===== config.mk =====
export PLATFORM = sky130hd
export DESIGN_NAME = voice_onset_offset_detector
export DESIGN_NICKNAME = d
export VERILOG_FILES = /design/src/sv/vood_pkg.sv /design/src/sv/voice_onset_offset_detector.sv
export SDC_FILE = /design/constraint.sdc
export NUM_CORES = 2
export LEC_CHECK = 0
export ABC_AREA = 1
export BUFFER_PORTS_ARGS = -buffer_cell sky130_fd_sc_hd__buf_2
export CORE_MARGIN = 2
export CORE_UTILIZATION = 58
export DETAILED_ROUTE_END_ITERATION = 10
export PLACE_DENSITY = 0.77
export SYNTH_ARGS = -nofsm -noshare
export SYNTH_HDL_FRONTEND = slang
export SYNTH_SLANG_ARGS = --single-unit

===== constraint.sdc =====
create_clock -name clk_i -period 7.98 [get_ports clk_i]
set_input_delay 1.596 -clock clk_i [delete_from_list [all_inputs] [get_ports clk_i]]
set_output_delay 1.596 -clock clk_i [all_outputs]
set_load 0.02 [all_outputs]

===== src/sv/vood_pkg.sv =====
// Shared types and constants for the voice onset/offset detector.
package vood_pkg;

  // Fixed field widths
  localparam int unsigned ENERGY_W    = 48;
  localparam int unsigned COUNT_W     = 13;
  localparam int unsigned RUN_W       = 8;
  localparam int unsigned POS_W       = 32;
  localparam int unsigned FLAGS_W     = 6;
  localparam int unsigned CFG_DATA_W  = 48;
  localparam int unsigned OUT_TDATA_W = 48;

  // Saturation limits
  localparam logic [COUNT_W-1:0]  COUNT_MAX  = {COUNT_W{1'b1}};
  localparam logic [RUN_W-1:0]    RUN_MAX    = {RUN_W{1'b1}};
  localparam logic [ENERGY_W-1:0] ENERGY_MAX = {ENERGY_W{1'b1}};

  // Register reset values
  localparam logic [COUNT_W-1:0]  WINDOW_LEN_RST      = 13'd441;
  localparam logic [RUN_W-1:0]    RUN_BLOCKS_RST      = 8'd5;
  localparam logic [ENERGY_W-1:0] ENERGY_LIMIT_RST    = 48'd473520144;
  localparam logic [COUNT_W-1:0]  SIGN_LOW_LIMIT_RST  = 13'd18;
  localparam logic [COUNT_W-1:0]  SIGN_HIGH_LIMIT_RST = 13'd52;
  localparam logic [COUNT_W-1:0]  DIR_LOW_LIMIT_RST   = 13'd0;
  localparam logic [COUNT_W-1:0]  DIR_HIGH_LIMIT_RST  = 13'd286;
  localparam logic [FLAGS_W-1:0]  TEST_FLAGS_RST      = 6'd1;

  // Bit positions in test_flags
  localparam int unsigned FLAG_ENERGY    = 0;
  localparam int unsigned FLAG_SIGN_LOW  = 1;
  localparam int unsigned FLAG_SIGN_HIGH = 2;
  localparam int unsigned FLAG_DIR_LOW   = 3;
  localparam int unsigned FLAG_DIR_HIGH  = 4;
  localparam int unsigned FLAG_OFFSET    = 5;

  // Configuration register indexes
  typedef enum logic [2:0] {
    CFG_WINDOW_LEN      = 3'd0,
    CFG_RUN_BLOCKS      = 3'd1,
    CFG_ENERGY_LIMIT    = 3'd2,
    CFG_SIGN_LOW_LIMIT  = 3'd3,
    CFG_SIGN_HIGH_LIMIT = 3'd4,
    CFG_DIR_LOW_LIMIT   = 3'd5,
    CFG_DIR_HIGH_LIMIT  = 3'd6,
    CFG_TEST_FLAGS      = 3'd7
  } cfg_idx_e;

  // Three-valued sign: -1, 0, +1
  typedef logic signed [1:0] sgn_t;
  localparam sgn_t SGN_POS  = 2'sb01;
  localparam sgn_t SGN_ZERO = 2'sb00;
  localparam sgn_t SGN_NEG  = 2'sb11;

endpackage


===== src/sv/voice_onset_offset_detector.sv =====
// Voice onset/offset detector: windowed energy and crossing tests with run detection.
// An accepted sample is held in the input register; the window update then loads its result
// into the result register. Throughput: one sample per cycle unless the result stream stalls;
// the sample is squared in the input stage and added and compared in the next. Reset clears
// all search state and loads register defaults.
module voice_onset_offset_detector #(
  parameter int unsigned MAX_WINDOW  = 4096,
  parameter int unsigned SAMPLE_BITS = 16
) (
  input  logic                                 clk_i,
  input  logic                                 rst_ni,
  // Configuration write port
  input  logic                                 cfg_we_i,
  input  vood_pkg::cfg_idx_e                   cfg_idx_i,
  input  logic [vood_pkg::CFG_DATA_W-1:0]      cfg_data_i,
  // Sample stream
  input  logic                                 s_axis_tvalid,
  output logic                                 s_axis_tready,
  // tdata: sample [SAMPLE_BITS-1:0], zero padded to whole bytes
  input  logic [((SAMPLE_BITS+7)/8)*8-1:0]     s_axis_tdata,
  // tuser: first [0]
  input  logic                                 s_axis_tuser,
  input  logic                                 s_axis_tlast,
  // Result stream
  output logic                                 m_axis_tvalid,
  input  logic                                 m_axis_tready,
  // tdata: window_pass [0], run_length [8:1], found [9], boundary_position [41:10],
  //        zero padding [47:42]
  output logic [vood_pkg::OUT_TDATA_W-1:0]     m_axis_tdata,
  // tlast: end_of_search
  output logic                                 m_axis_tlast
);
  import vood_pkg::*;

  localparam int unsigned FillW = $clog2(MAX_WINDOW + 1);
  localparam int unsigned SqW   = 2 * SAMPLE_BITS;
  localparam logic [31:0] MaxWin32 = 32'(MAX_WINDOW);

  // Configuration registers
  logic [COUNT_W-1:0]  window_len_q, sign_low_limit_q, sign_high_limit_q;
  logic [COUNT_W-1:0]  dir_low_limit_q, dir_high_limit_q;
  logic [RUN_W-1:0]    run_blocks_q;
  logic [ENERGY_W-1:0] energy_limit_q;
  logic [FLAGS_W-1:0]  test_flags_q;

  always_ff @(posedge clk_i or negedge rst_ni) begin
    if (!rst_ni) begin
      window_len_q      <= WINDOW_LEN_RST;
      run_blocks_q      <= RUN_BLOCKS_RST;
      energy_limit_q    <= ENERGY_LIMIT_RST;
      sign_low_limit_q  <= SIGN_LOW_LIMIT_RST;
      sign_high_limit_q <= SIGN_HIGH_LIMIT_RST;
      dir_low_limit_q   <= DIR_LOW_LIMIT_RST;
      dir_high_limit_q  <= DIR_HIGH_LIMIT_RST;
      test_flags_q      <= TEST_FLAGS_RST;
    end else if (cfg_we_i) begin
      unique case (cfg_idx_i)
        CFG_WINDOW_LEN:      window_len_q      <= cfg_data_i[COUNT_W-1:0];
        CFG_RUN_BLOCKS:      run_blocks_q      <= cfg_data_i[RUN_W-1:0];
        CFG_ENERGY_LIMIT:    energy_limit_q    <= cfg_data_i[ENERGY_W-1:0];
        CFG_SIGN_LOW_LIMIT:  sign_low_limit_q  <= cfg_data_i[COUNT_W-1:0];
        CFG_SIGN_HIGH_LIMIT: sign_high_limit_q <= cfg_data_i[COUNT_W-1:0];
        CFG_DIR_LOW_LIMIT:   dir_low_limit_q   <= cfg_data_i[COUNT_W-1:0];
        CFG_DIR_HIGH_LIMIT:  dir_high_limit_q  <= cfg_data_i[COUNT_W-1:0];
        CFG_TEST_FLAGS:      test_flags_q      <= cfg_data_i[FLAGS_W-1:0];
        default: ;
      endcase
    end
  end

  // Pipeline control: the update stage advances whenever the result register can load
  logic in_valid_q, out_valid_q;
  logic advance, in_accept, step;

  assign advance       = !out_valid_q || m_axis_tready;
  assign s_axis_tready = !in_valid_q || advance;
  assign in_accept     = s_axis_tvalid && s_axis_tready;
  assign step          = in_valid_q && advance;

  // Input stage: sample, flags and its square
  logic signed [SAMPLE_BITS-1:0] in_sample, x_q;
  logic [SqW-1:0]                sq_q;
  logic                          first_q, last_q;
  logic signed [SqW-1:0]         sq_full;

  assign in_sample = signed'(s_axis_tdata[SAMPLE_BITS-1:0]);
  assign sq_full   = in_sample * in_sample;

  always_ff @(posedge clk_i or negedge rst_ni) begin
    if (!rst_ni) begin
      in_valid_q <= 1'b0;
    end else if (s_axis_tready) begin
      in_valid_q <= s_axis_tvalid;
    end
  end

  always_ff @(posedge clk_i) begin
    if (in_accept) begin
      x_q     <= in_sample;
      sq_q    <= unsigned'(sq_full);
      first_q <= s_axis_tuser;
      last_q  <= s_axis_tlast;
    end
  end

  // Search state
  logic [POS_W-1:0]              offset_q, offset_d, begin_q, begin_d, miss_q, miss_d;
  logic [FillW-1:0]              fill_q, fill_d;
  logic [ENERGY_W-1:0]           energy_q, energy_d;
  logic [COUNT_W-1:0]            sign_cnt_q, sign_cnt_d, dir_cnt_q, dir_cnt_d;
  sgn_t                          cur_sign_q, cur_sign_d, prev_dir_q, prev_dir_d;
  logic signed [SAMPLE_BITS-1:0] prev_q, prev_d;
  logic [RUN_W-1:0]              run_q, run_d;
  logic                          done_q, done_d;

  // Result fields
  logic                          emit;
  logic                          pass;
  logic                          found;

  // Window update and end-of-window evaluation
  logic [31:0]                   wlen_wide;
  logic [FillW-1:0]              wlen;
  logic [POS_W-1:0]              off0, miss0, begin0;
  logic [FillW-1:0]              fill0, fill_new;
  logic [RUN_W-1:0]              run0;
  logic [ENERGY_W-1:0]           energy0;
  logic [ENERGY_W:0]             energy_sum;
  logic [ENERGY_W-1:0]           energy_new, sq_ext;
  logic [COUNT_W-1:0]            sign0, dir0, sign_new, dir_new;
  sgn_t                          cur0, pdir0, s_x, d_x;
  logic signed [SAMPLE_BITS-1:0] prev0;
  logic signed [SAMPLE_BITS:0]   diff;
  logic                          opening, closed, hit;

  always_comb begin
    // Effective window length, clamped to its legal range
    wlen_wide = 32'(window_len_q);
    if (wlen_wide < 32'd2) begin
      wlen_wide = 32'd2;
    end else if (wlen_wide > MaxWin32) begin
      wlen_wide = MaxWin32;
    end
    wlen = FillW'(wlen_wide);

    // A first sample clears the search before it is processed
    off0  = first_q ? '0 : offset_q;
    fill0 = first_q ? '0 : fill_q;
    run0  = first_q ? '0 : run_q;
    miss0 = first_q ? '0 : miss_q;

    // Opening a new window seeds the accumulators from this sample
    s_x     = (x_q == '0) ? SGN_ZERO : (x_q[SAMPLE_BITS-1] ? SGN_NEG : SGN_POS);
    opening = (fill0 == '0);
    begin0  = opening ? off0 : begin_q;
    energy0 = opening ? '0 : energy_q;
    sign0   = opening ? COUNT_W'(1) : sign_cnt_q;
    dir0    = opening ? COUNT_W'(1) : dir_cnt_q;
    cur0    = opening ? s_x : cur_sign_q;
    prev0   = opening ? x_q : prev_q;
    pdir0   = opening ? SGN_POS : prev_dir_q;

    // Accumulate this sample
    sq_ext     = ENERGY_W'(sq_q);
    energy_sum = {1'b0, energy0} + {1'b0, sq_ext};
    energy_new = energy_sum[ENERGY_W] ? ENERGY_MAX : energy_sum[ENERGY_W-1:0];
    diff       = {x_q[SAMPLE_BITS-1], x_q} - {prev0[SAMPLE_BITS-1], prev0};
    d_x        = (diff == '0) ? SGN_ZERO : (diff[SAMPLE_BITS] ? SGN_NEG : SGN_POS);
    sign_new   = ((s_x != cur0) && (sign0 != COUNT_MAX)) ? sign0 + 1'b1 : sign0;
    dir_new    = ((d_x != pdir0) && (dir0 != COUNT_MAX)) ? dir0 + 1'b1 : dir0;
    fill_new   = fill0 + 1'b1;
    closed     = (fill_new >= wlen);

    // Enabled tests; all must pass
    pass = 1'b1;
    if (test_flags_q[FLAG_ENERGY] && !(energy_new > energy_limit_q)) pass = 1'b0;
    if (test_flags_q[FLAG_SIGN_LOW] && !(sign_new < sign_low_limit_q)) pass = 1'b0;
    if (test_flags_q[FLAG_SIGN_HIGH] && !(sign_new > sign_high_limit_q)) pass = 1'b0;
    if (test_flags_q[FLAG_DIR_LOW] && !(dir_new < dir_low_limit_q)) pass = 1'b0;
    if (test_flags_q[FLAG_DIR_HIGH] && !(dir_new > dir_high_limit_q)) pass = 1'b0;
    pass = pass && closed;
    hit  = test_flags_q[FLAG_OFFSET] ? !pass : pass;

    // Run tracking at a window close
    run_d  = run0;
    miss_d = miss0;
    if (closed) begin
      if (hit) begin
        run_d = (run0 != RUN_MAX) ? run0 + 1'b1 : run0;
      end else begin
        run_d  = '0;
        miss_d = begin0;
      end
    end
    found = closed && (run_d > run_blocks_q);

    // Next window state: a closing sample also opens the next window
    if (closed) begin
      begin_d    = off0;
      fill_d     = FillW'(1);
      energy_d   = sq_ext;
      sign_cnt_d = COUNT_W'(1);
      dir_cnt_d  = COUNT_W'(2);
      cur_sign_d = s_x;
      prev_dir_d = SGN_ZERO;
    end else begin
      begin_d    = begin0;
      fill_d     = fill_new;
      energy_d   = energy_new;
      sign_cnt_d = sign_new;
      dir_cnt_d  = dir_new;
      cur_sign_d = (s_x != cur0) ? s_x : cur0;
      prev_dir_d = (d_x != pdir0) ? d_x : pdir0;
    end
    prev_d   = x_q;
    offset_d = off0 + 1'b1;

    // A finished search ignores samples until the next first sample
    emit   = (first_q || !done_q) && (closed || last_q);
    done_d = found || last_q;
  end

  // State register: updated only for samples that are processed
  always_ff @(posedge clk_i or negedge rst_ni) begin
    if (!rst_ni) begin
      offset_q   <= '0;
      fill_q     <= '0;
      energy_q   <= '0;
      sign_cnt_q <= COUNT_W'(1);
      dir_cnt_q  <= COUNT_W'(1);
      cur_sign_q <= SGN_ZERO;
      prev_q     <= '0;
      prev_dir_q <= SGN_POS;
      run_q      <= '0;
      miss_q     <= '0;
      begin_q    <= '0;
      done_q     <= 1'b0;
    end else if (step && (first_q || !done_q)) begin
      offset_q   <= offset_d;
      fill_q     <= fill_d;
      energy_q   <= energy_d;
      sign_cnt_q <= sign_cnt_d;
      dir_cnt_q  <= dir_cnt_d;
      cur_sign_q <= cur_sign_d;
      prev_q     <= prev_d;
      prev_dir_q <= prev_dir_d;
      run_q      <= run_d;
      miss_q     <= miss_d;
      begin_q    <= begin_d;
      done_q     <= emit && done_d;
    end
  end

  // Result register
  logic [OUT_TDATA_W-1:0] out_data_q;
  logic                   out_last_q;

  always_ff @(posedge clk_i or negedge rst_ni) begin
    if (!rst_ni) begin
      out_valid_q <= 1'b0;
    end else if (advance) begin
      out_valid_q <= step && emit;
    end
  end

  always_ff @(posedge clk_i) begin
    if (step && emit) begin
      out_data_q <= OUT_TDATA_W'({miss_d, found, run_d, pass});
      out_last_q <= done_d;
    end
  end

  assign m_axis_tvalid = out_valid_q;
  assign m_axis_tdata  = out_data_q;
  assign m_axis_tlast  = out_last_q;

endmodule


==> report_table.html <==
<table>
<tr><th>Metric</th><th>Value</th></tr>
<tr><th colspan="2">Layout</th></tr>
<tr><td>Area delta synth-&gt;final</td><td>9.97%</td></tr>
<tr><td>Layout Nets</td><td>4,943</td></tr>
<tr><td>Final standard cell utilization of the core</td><td>64.4%</td></tr>
<tr><td>Layout cell share with drive strength beyond 1</td><td>8.85%</td></tr>
<tr><th colspan="2">Timing</th></tr>
<tr><td>Number of failing hold endpoints at the final stage</td><td>0</td></tr>
<tr><td>Max-slew headroom at the worst pin</td><td>29.1%</td></tr>
<tr><td>Tightest Pin Transition</td><td>1.06 ns</td></tr>
<tr><td>WHS</td><td>0.480 ns</td></tr>
<tr><td>Worst path setup slack after routing</td><td>0.521 ns</td></tr>
<tr><td>Max-slew violation count</td><td>0</td></tr>
<tr><td>Setup TNS</td><td>0 ns</td></tr>
<tr><td>Final worst clock skew</td><td>0.0262 ns</td></tr>
<tr><td>Maximum achievable frequency</td><td>134 MHz</td></tr>
<tr><td>Clock period minus worst slack</td><td>7.46 ns</td></tr>
<tr><td>Share of the clock period used by the worst path after layout</td><td>93.5%</td></tr>
<tr><td>Finish-stage setup viols</td><td>0</td></tr>
<tr><th colspan="2">Place</th></tr>
<tr><td>Dpl hpwl</td><td>60,400 um</td></tr>
<tr><td>RePlAce Congestion</td><td>0.939</td></tr>
<tr><td>Pre-CTS WS</td><td>0.0150 ns</td></tr>
<tr><td>Port bufs</td><td>118</td></tr>
<tr><th colspan="2">Floorplan</th></tr>
<tr><td>Area of the die</td><td>61,400 um^2</td></tr>
<tr><td>Die width</td><td>248 um</td></tr>
<tr><td>CORE AREA</td><td>58,900 um^2</td></tr>
<tr><td>Number of I/O pins</td><td>125</td></tr>
<tr><td>Die extent in y</td><td>248 um</td></tr>
<tr><td>Effective utilization at floorplan</td><td>58.5%</td></tr>
<tr><td>Row cnt</td><td>89</td></tr>
<tr><th colspan="2">Synth</th></tr>
<tr><td>Distinct cells, synth</td><td>62</td></tr>
<tr><td>Synth Flop Type</td><td>sky130_fd_sc_hd__dfrtp_1</td></tr>
<tr><td>Top cell type by total area after synthesis</td><td>sky130_fd_sc_hd__dfrtp_1</td></tr>
<tr><td>Area share of the leading cell type in the synthesized netlist</td><td>22.4%</td></tr>
<tr><td>Sequential area share after synthesis</td><td>32.8%</td></tr>
<tr><td>Post-synth ARST share</td><td>78.9%</td></tr>
<tr><td>Simple-gate area share of the yosys netlist</td><td>18.4%</td></tr>
<tr><td>Share of synthesized cell area in full adder, half adder and majority cells</td><td>23.2%</td></tr>
<tr><td>Average cell area after synthesis</td><td>8.05 um^2</td></tr>
<tr><td>Total number of yosys warnings</td><td>0</td></tr>
<tr><td>Multiplexer share of the synthesized area</td><td>0%</td></tr>
<tr><td>Synthesized flop and latch total</td><td>432</td></tr>
<tr><td>Largest cells by area after synthesis</td><td>sky130_fd_sc_hd__dfrtp_1 22%, sky130_fd_sc_hd__fa_1 14%, sky130_fd_sc_hd__nand2_1 9.5%</td></tr>
<tr><td>Compound-gate portion of the synthesized area</td><td>10.7%</td></tr>
<tr><td>Number of instances in the synthesized netlist</td><td>4,281</td></tr>
<tr><td>Count of flip-flops with a built-in enable after synthesis</td><td>91</td></tr>
<tr><td>Largest family of logic cells by synthesized area</td><td>adder cells</td></tr>
<tr><td>Xor and xnor area share after synthesis</td><td>3.45%</td></tr>
<tr><td>Mapped Area</td><td>34,500 um^2</td></tr>
<tr><th colspan="2">Setup path</th></tr>
<tr><td>Critical path endpoint category</td><td>register</td></tr>
<tr><td>Worst path most repeated cell</td><td>sky130_fd_sc_hd__nand2_1</td></tr>
<tr><td>Data arrival time of the critical path</td><td>7.89 ns</td></tr>
<tr><td>Reg2Reg Capture Point</td><td>done_q</td></tr>
<tr><td>Slowest stage cell, crit path</td><td>sky130_fd_sc_hd__ha_1</td></tr>
<tr><td>Startpoint kind of the worst setup timing path</td><td>register</td></tr>
<tr><td>Number of cell instances on the worst register-to-register path</td><td>51</td></tr>
<tr><td>R2R Setup Slk</td><td>0.52 ns</td></tr>
<tr><td>Start-to-end type of the worst setup path</td><td>register to register</td></tr>
<tr><td>Largest stage delay on the critical path</td><td>0.38 ns</td></tr>
<tr><td>Crit Path Max Fanout</td><td>10</td></tr>
<tr><td>Startpoint of the worst register-to-register path</td><td>first_q</td></tr>
<tr><td>Worst EP required</td><td>8.41 ns</td></tr>
<tr><th colspan="2">Drt</th></tr>
<tr><td>Number of iterations in the first detailed-routing pass</td><td>8</td></tr>
<tr><td>Average wire per cell in the routed design</td><td>15.9 um</td></tr>
<tr><td>First DRT Iteration DRCs</td><td>2,032</td></tr>
<tr><td>DRC</td><td>0</td></tr>
<tr><td>Total detailed-routing wirelength</td><td>82,500 um</td></tr>
<tr><td>ANT nets after route</td><td>0</td></tr>
<tr><td>Detailed-route via count</td><td>28,035</td></tr>
<tr><td>Avg Vias per Cell</td><td>5.41</td></tr>
<tr><th colspan="2">CTS</th></tr>
<tr><td>Root buffer cell</td><td>sky130_fd_sc_hd__clkbuf_16</td></tr>
<tr><td>Number of CTS-inserted buffers</td><td>46</td></tr>
<tr><td>CTS H-tree depth</td><td>2</td></tr>
<tr><td>Clock tree from TritonCTS</td><td>yes</td></tr>
<tr><td>Clock tree sinks</td><td>432</td></tr>
<tr><td>Buffer depth of the longest clock path</td><td>3</td></tr>
<tr><td>Clock latency reported for the late side of the worst-skew pair</td><td>0.59 ns</td></tr>
<tr><td>CTS hold repair buffers</td><td>0</td></tr>
<tr><td>Clock transition at the registers of the reported paths</td><td>0.06 ns</td></tr>
<tr><th colspan="2">GRT</th></tr>
<tr><td>Largest net degree at the start of global routing</td><td>153</td></tr>
<tr><td>Antenna violations before repair</td><td>1</td></tr>
<tr><td>Remaining global-route overflow</td><td>0</td></tr>
<tr><td>Global-route wire length before repair</td><td>136,000 um</td></tr>
<tr><td>Global routing usage summed across all routing layers</td><td>27.4%</td></tr>
<tr><td>Number of global-route vias before repair</td><td>27,947</td></tr>
<tr><th colspan="2">Hold path</th></tr>
<tr><td>Hold Crit Class</td><td>register to register</td></tr>
<tr><td>Endpoint of the worst hold path</td><td>miss_q[6]</td></tr>
<tr><td>Worst min-delay path startpoint</td><td>miss_q[6]</td></tr>
<tr><td>WHS Path Cells</td><td>2</td></tr>
<tr><th colspan="2">Power and ir drop</th></tr>
<tr><td>Areal power density over the cells</td><td>475 nW/um^2</td></tr>
<tr><td>Static leakage</td><td>19.8 nW</td></tr>
<tr><td>Peak supply drop</td><td>0.714 mV</td></tr>
<tr><td>Total design power</td><td>18.0 mW</td></tr>
<tr><th colspan="2">Flow run</th></tr>
<tr><td>Number of max-capacitance violations reported</td><td>0</td></tr>
<tr><th colspan="2">Status</th></tr>
<tr><td>Run status</td><td>completed</td></tr>
</table>
## critical path: cells and delay by family (launching register included)
family	cells	cell delay, ns
buffers and inverters	8	0.73
flip-flops	1	0.37
AO/OA/AOI/OAI	15	2.50
AND/OR/NAND/NOR	24	2.55
adder cells (fa/ha/maj)	4	1.17
## registers in the layout (all words and copies together) (netlist names), 13 cells and up
name,cells
sign_high_limit_q,13
offset_q,32
prev_d,16
window_len_q,13
sq_q,30
dir_high_limit_q,13
energy_limit_q,48
sign_cnt_q,13
sign_low_limit_q,13
prev_q,16
m_axis_tdata,42
dir_cnt_q,13
miss_q,32
dir_low_limit_q,13
fill_q,13
energy_q,48
begin_q,32
## cells in the final DEF (no fill, tap or decap), types with 6 or more instances in the layout
cell type and count:
sky130_fd_sc_hd__o21ai_1 13, sky130_fd_sc_hd__buf_2 117, sky130_fd_sc_hd__a21o_1 7, sky130_fd_sc_hd__nor2_2 10, sky130_fd_sc_hd__clkbuf_1 13, sky130_fd_sc_hd__nand2_1 857
sky130_fd_sc_hd__inv_1 862, sky130_fd_sc_hd__conb_1 6, sky130_fd_sc_hd__nand4_1 66, sky130_fd_sc_hd__clkinv_1 7, sky130_fd_sc_hd__edfxtp_1 91, sky130_fd_sc_hd__o211ai_1 6
sky130_fd_sc_hd__a21oi_1 215, sky130_fd_sc_hd__nor4_1 15, sky130_fd_sc_hd__bufinv_16 6, sky130_fd_sc_hd__nand2_2 15, sky130_fd_sc_hd__dfrtp_1 308, sky130_fd_sc_hd__a31oi_1 10
sky130_fd_sc_hd__xnor2_1 52, sky130_fd_sc_hd__buf_4 67, sky130_fd_sc_hd__nand3_2 10, sky130_fd_sc_hd__inv_2 9, sky130_fd_sc_hd__a22o_1 6, sky130_fd_sc_hd__or2_2 6
sky130_fd_sc_hd__fa_1 241, sky130_fd_sc_hd__nor3_1 29, sky130_fd_sc_hd__nor3_2 6, sky130_fd_sc_hd__buf_12 6, sky130_fd_sc_hd__dfstp_2 33, sky130_fd_sc_hd__nand3_1 116
sky130_fd_sc_hd__o21ai_0 320, sky130_fd_sc_hd__o22ai_1 57, sky130_fd_sc_hd__nor3_4 6, sky130_fd_sc_hd__clkbuf_16 48, sky130_fd_sc_hd__a211oi_1 9, sky130_fd_sc_hd__xor2_1 81
sky130_fd_sc_hd__nor2_1 315, sky130_fd_sc_hd__ha_1 251, sky130_fd_sc_hd__and2_1 33
## Yosys cell counts (all sizes together), types with 5 or more instances
master / count
or2: 7
o22ai: 57
dfstp: 33
nand2: 873
clkbuf: 115
a31oi: 10
nor2: 328
xnor2: 54
and2: 33
a211oi: 9
a22o: 6
a21o: 7
o21a: 5
nor3: 41
o211ai: 6
nand3: 127
a21oi: 219
nand4: 67
xor2: 82
buf: 43
inv: 874
fa: 241
nor4: 17
edfxtp: 91
dfrtp: 308
ha: 255
o21ai: 334
## what timing repair did
action	in CTS	in global routing
cloned	0	3
resized for setup	4	67
setup buffers	0	15
hold endpoints to repair	0	0
setup endpoints to repair	3	3
pin swaps	0	15
## logic make-up (layout without fill, tap and decap cells)
family | after synthesis | count (layout)
AND/OR/NAND/NOR | 1502 | 1503
flip-flops | 432 | 432
AO/OA/AOI/OAI | 681 | 681
buffers and inverters | 1033 | 1155
other | 1 | 7
XOR/XNOR | 136 | 136
adder cells (fa/ha/maj) | 496 | 496
## layout make-up
class                           count  area (um^2)
Clock inverter                     21          272
Timing Repair inverter              1         6.26
Antenna cell                        1         2.50
Clock buffer                       63         1270
Timing Repair Buffer              195         1280
Sequential cell                   432        11300
Multi-Input combinational cell   2822        19500
Inverter                          875         3300
Tap cell                          773          967
Fill cell                        4968        21000
## metrics by stage
step	cell area, um^2	cells
CTS	37500	5164
floorplan	34500	4286
global placement	35900	5080
global route	37900	5183
detailed placement	35900	5080
finish	37900	5183
## where the power goes
group	leakage (nW)	switching, mW	total, mW	internal, mW
Combinational	13.9	7.44	12.2	4.76
Sequential	5.17	0.275	3.60	3.32
Clock	0.730	0.901	2.21	1.31
Total	19.8	8.61	18.0	9.39
## layer usage
layer	vias up	global-route usage [%]	part of all wire (%)
met5	-	0	0
met4	0	10.3	3.9
met3	202	3.48	4.9
met2	795	48.3	50
met1	13406	34.4	41
li1	13632	-	-
## worst max-delay path by stage
stage | from | to | slack (ns) | depth (start not counted)
3_5_place_dp | s_axis_tdata[3] | sq_q[30] | 0.02 | 29
4_1_cts | first_q | done_q | 0.01 | 55
5_1_grt | first_q | done_q | -0.13 | 60
6_report | first_q | done_q | 0.52 | 51
2_1_floorplan | first_q | done_q | 0.02 | 66
3_3_place_gp | s_axis_tdata[4] | sq_q[30] | 0.09 | 29
(Power assumes the default switching activity.)
